**src/design/mvps_pkg.sv**
```systemverilog
// Shared types and constants for the maximal violating pair selector.
// No dependencies; imported by every module of the block.
package mvps_pkg;

    // Index and tolerance widths fixed by the port definition
    localparam int IDX_W = 16;
    localparam int TOL_W = 31;
    localparam logic [TOL_W-1:0] TOL_RESET = 31'd66;

    // Class label codes carried on class_negative
    localparam logic CLASS_POS = 1'b0;
    localparam logic CLASS_NEG = 1'b1;

    // Found flags and extreme indices of one class at the end of a scan
    typedef struct packed {
        logic             min_found;
        logic             max_found;
        logic [IDX_W-1:0] min_index;
        logic [IDX_W-1:0] max_index;
    } class_ext_t;

endpackage

```
**src/design/mvps_track.sv**
```systemverilog
// Per-class extreme tracker: running min over elements not at the upper bound,
// running max over elements not at the lower bound, with a snapshot on the last item.
// Depends on mvps_pkg.
module mvps_track
    import mvps_pkg::*;
#(
    parameter int GW = 32
)
(
    input  logic                 clk,
    input  logic                 rst_n,
    input  logic                 step,
    input  logic                 hit,
    input  logic                 last,
    input  logic                 at_upper_bound,
    input  logic                 at_lower_bound,
    input  logic signed [GW-1:0] gradient,
    input  logic [IDX_W-1:0]     index,
    output logic signed [GW-1:0] snap_min_value,
    output logic signed [GW-1:0] snap_max_value,
    output class_ext_t           snap_ext
);

    logic signed [GW-1:0] min_value_reg;
    logic signed [GW-1:0] min_value_next;
    logic signed [GW-1:0] max_value_reg;
    logic signed [GW-1:0] max_value_next;
    logic [IDX_W-1:0]     min_index_reg;
    logic [IDX_W-1:0]     min_index_next;
    logic [IDX_W-1:0]     max_index_reg;
    logic [IDX_W-1:0]     max_index_next;
    logic                 min_found_reg;
    logic                 min_found_next;
    logic                 max_found_reg;
    logic                 max_found_next;
    logic signed [GW-1:0] snap_min_value_reg;
    logic signed [GW-1:0] snap_max_value_reg;
    logic                 snap_min_found_reg;
    logic                 snap_max_found_reg;
    logic [IDX_W-1:0]     snap_min_index_reg;
    logic [IDX_W-1:0]     snap_max_index_reg;
    logic                 min_take;
    logic                 max_take;

    // Strict compares keep the earlier element on ties
    always_comb
    begin
        min_take = hit && !at_upper_bound && (!min_found_reg || (gradient < min_value_reg));
        max_take = hit && !at_lower_bound && (!max_found_reg || (gradient > max_value_reg));
        min_value_next = min_take ? gradient : min_value_reg;
        min_index_next = min_take ? index : min_index_reg;
        min_found_next = min_found_reg || min_take;
        max_value_next = max_take ? gradient : max_value_reg;
        max_index_next = max_take ? index : max_index_reg;
        max_found_next = max_found_reg || max_take;
    end

    // Advance live trackers; clear them once the last item is folded in
    always_ff @(posedge clk or negedge rst_n)
    begin
        if (!rst_n)
        begin
            min_found_reg <= 1'b0;
            max_found_reg <= 1'b0;
        end
        else if (step)
        begin
            min_found_reg <= last ? 1'b0 : min_found_next;
            max_found_reg <= last ? 1'b0 : max_found_next;
        end
    end

    always_ff @(posedge clk)
    begin
        if (step)
        begin
            min_value_reg <= min_value_next;
            min_index_reg <= min_index_next;
            max_value_reg <= max_value_next;
            max_index_reg <= max_index_next;
        end
    end

    // Capture the final extremes of the scan
    always_ff @(posedge clk or negedge rst_n)
    begin
        if (!rst_n)
        begin
            snap_min_found_reg <= 1'b0;
            snap_max_found_reg <= 1'b0;
        end
        else if (step && last)
        begin
            snap_min_found_reg <= min_found_next;
            snap_max_found_reg <= max_found_next;
        end
    end

    always_ff @(posedge clk)
    begin
        if (step && last)
        begin
            snap_min_value_reg <= min_value_next;
            snap_max_value_reg <= max_value_next;
            snap_min_index_reg <= min_index_next;
            snap_max_index_reg <= max_index_next;
        end
    end

    assign snap_min_value = snap_min_value_reg;
    assign snap_max_value = snap_max_value_reg;
    assign snap_ext       = {snap_min_found_reg, snap_max_found_reg,
                             snap_min_index_reg, snap_max_index_reg};

endmodule

```
**src/design/mvps_select.sv**
```systemverilog
// Gap and decision stages: class gaps, tolerance test, pair choice, result register.
// Depends on mvps_pkg.
module mvps_select
    import mvps_pkg::*;
#(
    parameter int GW = 32
)
(
    input  logic                 clk,
    input  logic                 rst_n,
    input  logic                 advance,
    input  logic                 snap_valid,
    input  logic signed [GW-1:0] pos_min_value,
    input  logic signed [GW-1:0] pos_max_value,
    input  class_ext_t           pos_ext,
    input  logic signed [GW-1:0] neg_min_value,
    input  logic signed [GW-1:0] neg_max_value,
    input  class_ext_t           neg_ext,
    input  logic [TOL_W-1:0]     tolerance,
    output logic                 out_valid,
    output logic                 optimal,
    output logic [IDX_W-1:0]     first_index,
    output logic [IDX_W-1:0]     second_index
);

    localparam int DW = GW + 1;
    localparam int CW = (DW > TOL_W + 1) ? DW : TOL_W + 1;

    logic                 gap_valid_reg;
    logic signed [DW-1:0] gap1_reg;
    logic signed [DW-1:0] gap2_reg;
    logic                 v1_reg;
    logic                 v2_reg;
    class_ext_t           pos_ext_reg;
    class_ext_t           neg_ext_reg;
    logic signed [CW-1:0] gap1_ext;
    logic signed [CW-1:0] gap2_ext;
    logic signed [CW-1:0] tol_ext;
    logic                 lt1;
    logic                 lt2;
    logic                 one_wins;
    logic                 opt;
    logic                 pick_one;
    logic                 out_valid_reg;
    logic                 optimal_reg;
    logic [IDX_W-1:0]     first_index_reg;
    logic [IDX_W-1:0]     second_index_reg;

    // Form the class gaps at full width
    always_ff @(posedge clk or negedge rst_n)
    begin
        if (!rst_n)
            gap_valid_reg <= 1'b0;
        else if (advance)
            gap_valid_reg <= snap_valid;
    end

    always_ff @(posedge clk)
    begin
        if (advance && snap_valid)
        begin
            gap1_reg    <= DW'(pos_max_value) - DW'(pos_min_value);
            gap2_reg    <= DW'(neg_max_value) - DW'(neg_min_value);
            v1_reg      <= pos_ext.min_found && pos_ext.max_found;
            v2_reg      <= neg_ext.min_found && neg_ext.max_found;
            pos_ext_reg <= pos_ext;
            neg_ext_reg <= neg_ext;
        end
    end

    // Test against tolerance and choose the class; a missing class counts as -inf
    always_comb
    begin
        gap1_ext = CW'(gap1_reg);
        gap2_ext = CW'(gap2_reg);
        tol_ext  = $signed({{(CW - TOL_W){1'b0}}, tolerance});
        lt1      = gap1_ext < tol_ext;
        lt2      = gap2_ext < tol_ext;
        one_wins = gap1_ext > gap2_ext;
        priority if (!v1_reg && !v2_reg)
            opt = 1'b1;
        else if (v1_reg && v2_reg)
            opt = one_wins ? lt1 : lt2;
        else
            opt = v1_reg ? lt1 : lt2;
        pick_one = (v1_reg && v2_reg) ? one_wins : v1_reg;
    end

    // Result register
    always_ff @(posedge clk or negedge rst_n)
    begin
        if (!rst_n)
            out_valid_reg <= 1'b0;
        else if (advance)
            out_valid_reg <= gap_valid_reg;
    end

    always_ff @(posedge clk)
    begin
        if (advance && gap_valid_reg)
        begin
            optimal_reg <= opt;
            priority if (opt)
            begin
                first_index_reg  <= '0;
                second_index_reg <= '0;
            end
            else if (pick_one)
            begin
                first_index_reg  <= pos_ext_reg.max_index;
                second_index_reg <= pos_ext_reg.min_index;
            end
            else
            begin
                first_index_reg  <= neg_ext_reg.max_index;
                second_index_reg <= neg_ext_reg.min_index;
            end
        end
    end

    assign out_valid    = out_valid_reg;
    assign optimal      = optimal_reg;
    assign first_index  = first_index_reg;
    assign second_index = second_index_reg;

endmodule

```
**src/design/max_violating_pair_select.sv**
```systemverilog
// Maximal violating pair selector: one element accepted per cycle while no result is stalled, four register stages.
// Result path: the last element passes the tracker snapshot, gap and result registers before out_valid.
// Throughput: 1 element per cycle; the whole pipeline holds only while a result is stalled.
// Reset: asynchronous active low; clears counter, found flags and valids, tolerance to 66.
// Depends on mvps_pkg, mvps_track and mvps_select.
module max_violating_pair_select
    import mvps_pkg::*;
#(
    parameter int MAX_ELEMENTS  = 65536,
    parameter int GRADIENT_BITS = 32
)
(
    input  logic               clk,
    input  logic               rst_n,
    input  logic               cfg_valid,
    output logic               cfg_ready,
    input  logic [TOL_W-1:0]   tolerance,
    input  logic               in_valid,
    output logic               in_stall,
    input  logic               class_negative,
    input  logic               at_upper_bound,
    input  logic               at_lower_bound,
    input  logic signed [31:0] gradient,
    input  logic               last_element,
    output logic               out_valid,
    input  logic               out_stall,
    output logic               optimal,
    output logic [IDX_W-1:0]   first_index,
    output logic [IDX_W-1:0]   second_index
);

    localparam int GW    = GRADIENT_BITS;
    localparam int CNT_W = (MAX_ELEMENTS > 2) ? $clog2(MAX_ELEMENTS) : 1;

    logic                 advance;
    logic [TOL_W-1:0]     tolerance_reg;
    logic                 in_valid_reg;
    logic                 class_negative_reg;
    logic                 at_upper_bound_reg;
    logic                 at_lower_bound_reg;
    logic [31:0]          gradient_reg;
    logic                 last_element_reg;
    logic signed [GW-1:0] grad_s;
    logic [CNT_W-1:0]     counter_reg;
    logic [CNT_W-1:0]     counter_next;
    logic [IDX_W-1:0]     index;
    logic                 step;
    logic                 snap_valid_reg;
    logic signed [GW-1:0] pos_min_value;
    logic signed [GW-1:0] pos_max_value;
    logic signed [GW-1:0] neg_min_value;
    logic signed [GW-1:0] neg_max_value;
    class_ext_t           pos_ext;
    class_ext_t           neg_ext;

    // Hold every pipeline stage while a finished result waits on the output
    assign advance   = !(out_valid && out_stall);
    assign in_stall  = !advance;
    assign cfg_ready = 1'b1;
    assign step      = advance && in_valid_reg;

    // Tolerance register
    always_ff @(posedge clk or negedge rst_n)
    begin
        if (!rst_n)
            tolerance_reg <= TOL_RESET;
        else if (cfg_valid)
            tolerance_reg <= tolerance;
    end

    // Input register
    always_ff @(posedge clk or negedge rst_n)
    begin
        if (!rst_n)
            in_valid_reg <= 1'b0;
        else if (advance)
            in_valid_reg <= in_valid;
    end

    always_ff @(posedge clk)
    begin
        if (advance && in_valid)
        begin
            class_negative_reg <= class_negative;
            at_upper_bound_reg <= at_upper_bound;
            at_lower_bound_reg <= at_lower_bound;
            gradient_reg       <= gradient;
            last_element_reg   <= last_element;
        end
    end

    // Take the low gradient bits signed, or sign-extend when wider than the port
    generate
        if (GW <= 32)
        begin : g_grad_narrow
            assign grad_s = $signed(gradient_reg[GW-1:0]);
        end
        else
        begin : g_grad_wide
            assign grad_s = $signed({{(GW - 32){gradient_reg[31]}}, gradient_reg});
        end
    endgenerate

    // Element counter: wrap at the element limit, restart after the last item
    always_comb
    begin
        if (last_element_reg || (counter_reg == CNT_W'(MAX_ELEMENTS - 1)))
            counter_next = '0;
        else
            counter_next = counter_reg + CNT_W'(1);
    end

    always_ff @(posedge clk or negedge rst_n)
    begin
        if (!rst_n)
            counter_reg <= '0;
        else if (step)
            counter_reg <= counter_next;
    end

    generate
        if (CNT_W >= IDX_W)
        begin : g_idx_trunc
            assign index = counter_reg[IDX_W-1:0];
        end
        else
        begin : g_idx_ext
            assign index = {{(IDX_W - CNT_W){1'b0}}, counter_reg};
        end
    endgenerate

    // Flag a completed scan for the gap stage
    always_ff @(posedge clk or negedge rst_n)
    begin
        if (!rst_n)
            snap_valid_reg <= 1'b0;
        else if (advance)
            snap_valid_reg <= in_valid_reg && last_element_reg;
    end

    mvps_track #(
        .GW(GW)
    ) u_track_pos (
        .clk            (clk),
        .rst_n          (rst_n),
        .step           (step),
        .hit            (class_negative_reg == CLASS_POS),
        .last           (last_element_reg),
        .at_upper_bound (at_upper_bound_reg),
        .at_lower_bound (at_lower_bound_reg),
        .gradient       (grad_s),
        .index          (index),
        .snap_min_value (pos_min_value),
        .snap_max_value (pos_max_value),
        .snap_ext       (pos_ext)
    );

    mvps_track #(
        .GW(GW)
    ) u_track_neg (
        .clk            (clk),
        .rst_n          (rst_n),
        .step           (step),
        .hit            (class_negative_reg == CLASS_NEG),
        .last           (last_element_reg),
        .at_upper_bound (at_upper_bound_reg),
        .at_lower_bound (at_lower_bound_reg),
        .gradient       (grad_s),
        .index          (index),
        .snap_min_value (neg_min_value),
        .snap_max_value (neg_max_value),
        .snap_ext       (neg_ext)
    );

    mvps_select #(
        .GW(GW)
    ) u_select (
        .clk           (clk),
        .rst_n         (rst_n),
        .advance       (advance),
        .snap_valid    (snap_valid_reg),
        .pos_min_value (pos_min_value),
        .pos_max_value (pos_max_value),
        .pos_ext       (pos_ext),
        .neg_min_value (neg_min_value),
        .neg_max_value (neg_max_value),
        .neg_ext       (neg_ext),
        .tolerance     (tolerance_reg),
        .out_valid     (out_valid),
        .optimal       (optimal),
        .first_index   (first_index),
        .second_index  (second_index)
    );

endmodule

```
**config.mk**
```make
export PLATFORM = sky130hd
export DESIGN_NAME = max_violating_pair_select
export DESIGN_NICKNAME = d
export VERILOG_FILES = /design/src/design/mvps_pkg.sv /design/src/design/mvps_track.sv /design/src/design/mvps_select.sv /design/src/design/max_violating_pair_select.sv
export SDC_FILE = /design/constraint.sdc
export NUM_CORES = 1
export LEC_CHECK = 0
export BUFFER_PORTS_ARGS = -buffer_cell sky130_fd_sc_hd__buf_2
export CAP_MARGIN = 10
export CORE_AREA = 5 5 259 261
export DETAILED_ROUTE_END_ITERATION = 6
export DIE_AREA = 0 0 264 266
export PLACE_DENSITY = 0.66
export SETUP_SLACK_MARGIN = 0.15
export SLEW_MARGIN = 20
export SYNTH_ARGS = -nofsm -noshare
export SYNTH_HDL_FRONTEND = slang
export SYNTH_HIERARCHICAL = 1
export SYNTH_SLANG_ARGS = --single-unit
```
**constraint.sdc**
```tcl
create_clock -name clk -period 12.21 [get_ports clk]
set_clock_uncertainty 0.15 [all_clocks]
set_input_delay 1.8315 -clock clk [delete_from_list [all_inputs] [get_ports clk]]
set_output_delay 1.8315 -clock clk [all_outputs]
set_load 0.05 [all_outputs]
```
==> summary.txt <==
Clocking
  • CTS root buffer: clkbuf_16
  • CTS tree: built
  • # resized after CTS: 0
  • Setup bufs post-CTS: 0
  • Bufs on Longest Clock Path: 3
  • Clock tree sinks: 644
  • Skew-Pair Late Insertion Delay: 0.61 ns
  • H-tree depth: 3
  • Post-CTS Hold Fix Bufs: 0
  • Clock-pin slew on the worst setup and hold paths: 0.06 ns
  • CTS Buf Count: 70

Floorplan
  • Die ar.: 70200 um2
  • Io pins: 108
  • Row count: 93
  • Die Wd: 264 um
  • Height of the die: 266 um
  • Initial Utilization: 49.6%
  • Area of the core: 64200 um2

Placed design
  • Cell area after placement: 33400 um2
  • Place WS: 7.13 ns
  • Post-DP HPWL: 48400 um
  • # port buffers: 106
  • Post-Place Cells: 3223
  • GP Congestion: 0.893

Drt
  • Routed Antenna Nets: 0
  • WL/cell: 20.3 um
  • Via count: 18500
  • Remaining DRCs: 0
  • Initial DRC count: 1247
  • Via density: 5.51
  • DRT Pass-1 Iters: 7
  • WL final: 68200 um

Synthesis
  • Cells after synthesis: 2290
  • FF+latch count, synth: 644
  • Cell Area, Synth: 31900 um2
  • EDFF count, synth: 585
  • Ys flop type: edfxtp_1
  • Share of synthesized registers carrying an async set or reset: 9.16%
  • Post-synthesis sequential area ratio: 59.7%
  • YS warnings: 6
  • Mapped Avg Cell Area: 13.9 um2
  • Syn Nets: 2648
  • Synth unique cells: 80

Flow run
  • Max Cap Viol: 0

Worst setup path
  • FF-to-FF End: u_track_neg/snap_min_index_reg[15]
  • Critical Path Fanout Max: 25
  • RR Startpoint: grad_s[31]
  • Worst Path Required: 12.41 ns
  • Critical-path cell list: ha_1, nand4_1, nor4_1, nand2_1, o21ai_4, buf_4, mux2_2
  • Cell count of the worst reg-to-reg path: 7
  • R2R setup slack: 7.74 ns
  • Crit path max-delay cell type: o21ai_4
  • Crit. Startpoint: grad_s[31]
  • Startpoint types: flop
  • Max incr delay on CP: 0.91 ns
  • CP endpoint: u_track_neg/snap_min_index_reg[15]
  • CP Capture Type: flop
  • CP arrival: 4.67 ns
  • Setup CP Type: reg2reg

Power
  • Pwr/cell area: 221 nW/um2
  • Worst IR drop on VDD: 0.105 mV
  • LEAKAGE: 15.1 nW

STA
  • Setup TNS: 0 ns
  • Worst Slack Setup Final: 7.74 ns
  • RSZ-0062 raised after global routing: false
  • Period minus WS final: 4.47 ns
  • Endpoints failing hold: 0
  • Max frequency: 0.224 GHz
  • Worst slew margin: 25.8%
  • Actual transition at the worst max-transition pin: 1.11 ns
  • Slew Viols, Final: 0
  • Period Utilization, post-route: 36.6%
  • Final setup fails: 0

Final layout
  • Share of cells above drive strength 1: 19.3%
  • Syn-to-layout area delta: 12.2%
  • Seq. cell area: 19000 um2
  • Final instance count without filler cells: 3352
  • Nets: 2799
  • Post-layout util: 55.7%
  • Fin area: 35800 um2
  • Ant. Diodes: 0
  • Layout fillers: 5248
  • Multi-input gate area: 11500 um2

GRT
  • Vias in the first global route: 18800
  • Grt ovf: 0
  • Largest net degree at the start of global routing: 89
  • Total GRT Usage: 19.1%
  • First-pass GRT wire length: 107000 um
  • Initial antenna violation count: 0

Outcome
  • Status: completed

Hold path
  • HP Class: reg2reg
-- cells in the final DEF, fill, tap and decap left out, types with 7 or more instances in the layout --
cell	n
a211oi_1	10
a21o_1	89
a21oi_1	120
a31oi_1	10
and3_1	10
buf_2	106
buf_4	14
bufinv_16	11
clkbuf_1	15
clkbuf_16	71
clkinv_2	10
dfrtp_1	57
edfxtp_1	585
ha_1	284
inv_1	277
mux2_2	165
mux2_4	60
mux2i_1	33
nand2_1	62
nand2b_1	18
nand3_1	29
nand4_1	47
nor2_1	81
nor2b_1	24
nor3_1	12
nor4_1	12
o211ai_1	9
o21a_1	13
o21ai_0	47
o21bai_1	7
or2_2	7
or3_1	10
xnor2_1	45
xor2_1	18
-- final cells by class --
type,count,area share (%)
Multi-Input combinational cell,1324,32.3
Clock buffer,86,5.12
Tap cell,855,2.99
Inverter,280,2.97
Clock inverter,42,1.59
Timing Repair Buffer,121,1.85
Sequential cell,644,53.2
-- where the power goes --
group	internal, mW	switching, mW
Combinational	0.929	1.34
Sequential	3.18	0.240
Clock	1.32	0.887
Total	5.43	2.47
-- worst min path at each step --
stage                                             startpoint                       end  slack [ns]  depth (start not counted)
final                      u_track_pos/snap_max_index_reg[3]   u_select/pos_ext_reg[3]        0.26                          0
after CTS                  u_track_pos/snap_max_index_reg[3]   u_select/pos_ext_reg[3]        0.26                          0
after detailed placement  u_track_neg/snap_max_index_reg[15]  u_select/neg_ext_reg[15]        0.25                          0
after floorplan            u_track_neg/snap_max_index_reg[0]   u_select/neg_ext_reg[0]        0.25                          0
after global placement     u_track_pos/snap_min_index_reg[1]  u_select/pos_ext_reg[17]        0.25                          0
after global routing       u_track_pos/snap_max_index_reg[3]   u_select/pos_ext_reg[3]        0.26                          0
-- cell families after synthesis --
| family | share of synthesized area, % |
|---|---|
| flip-flops | 59.7 |
| AO/OA/AOI/OAI | 7.90 |
| AND/OR/NAND/NOR | 5.45 |
| buffers and inverters | 4.23 |
| adder cells (fa/ha/maj) | 11.3 |
| multiplexers | 9.69 |
| XOR/XNOR | 1.73 |
| other | 0.0118 |
-- through the flow --
step / total power, mW / hold slack (ns)
2_1_floorplan: 5.12 / 0.250
3_3_place_gp: 5.64 / 0.251
3_5_place_dp: 5.73 / 0.255
4_1_cts: 7.96 / 0.264
5_1_grt: 8.33 / 0.263
6_report: 7.90 / 0.261
-- cell usage after synthesis, drive strengths merged, types with 24 or more instances --
| library cell | n | area (um2) |
|---|---|---|
| mux2i | 33 | 330 |
| nor2 | 81 | 304 |
| buf | 31 | 258 |
| nand3 | 31 | 160 |
| a21oi | 123 | 623 |
| dfrtp | 57 | 1430 |
| inv | 280 | 1050 |
| nor2b | 24 | 150 |
| nand4 | 47 | 294 |
| xnor2 | 45 | 394 |
| o21ai | 51 | 255 |
| a21o | 89 | 668 |
| nand2 | 62 | 233 |
| ha | 284 | 3550 |
| mux2 | 225 | 2760 |
| edfxtp | 585 | 17600 |
-- per-layer routing --
metal	GRT usage, %	wire (um)
met5	0	0
met4	5.76	1770
met3	2.77	3220
met2	32.2	32900
met1	26.0	30400
-- worst max-delay path: cells and delay by family (launching register included) --
kind / cells / cell delay (ns)
AND/OR/NAND/NOR: 3 / 1.06
AO/OA/AOI/OAI: 1 / 0.91
flip-flops: 1 / 0.55
buffers and inverters: 1 / 0.55
adder cells (fa/ha/maj): 1 / 0.54
multiplexers: 1 / 0.41
(Power assumes the default switching activity.)
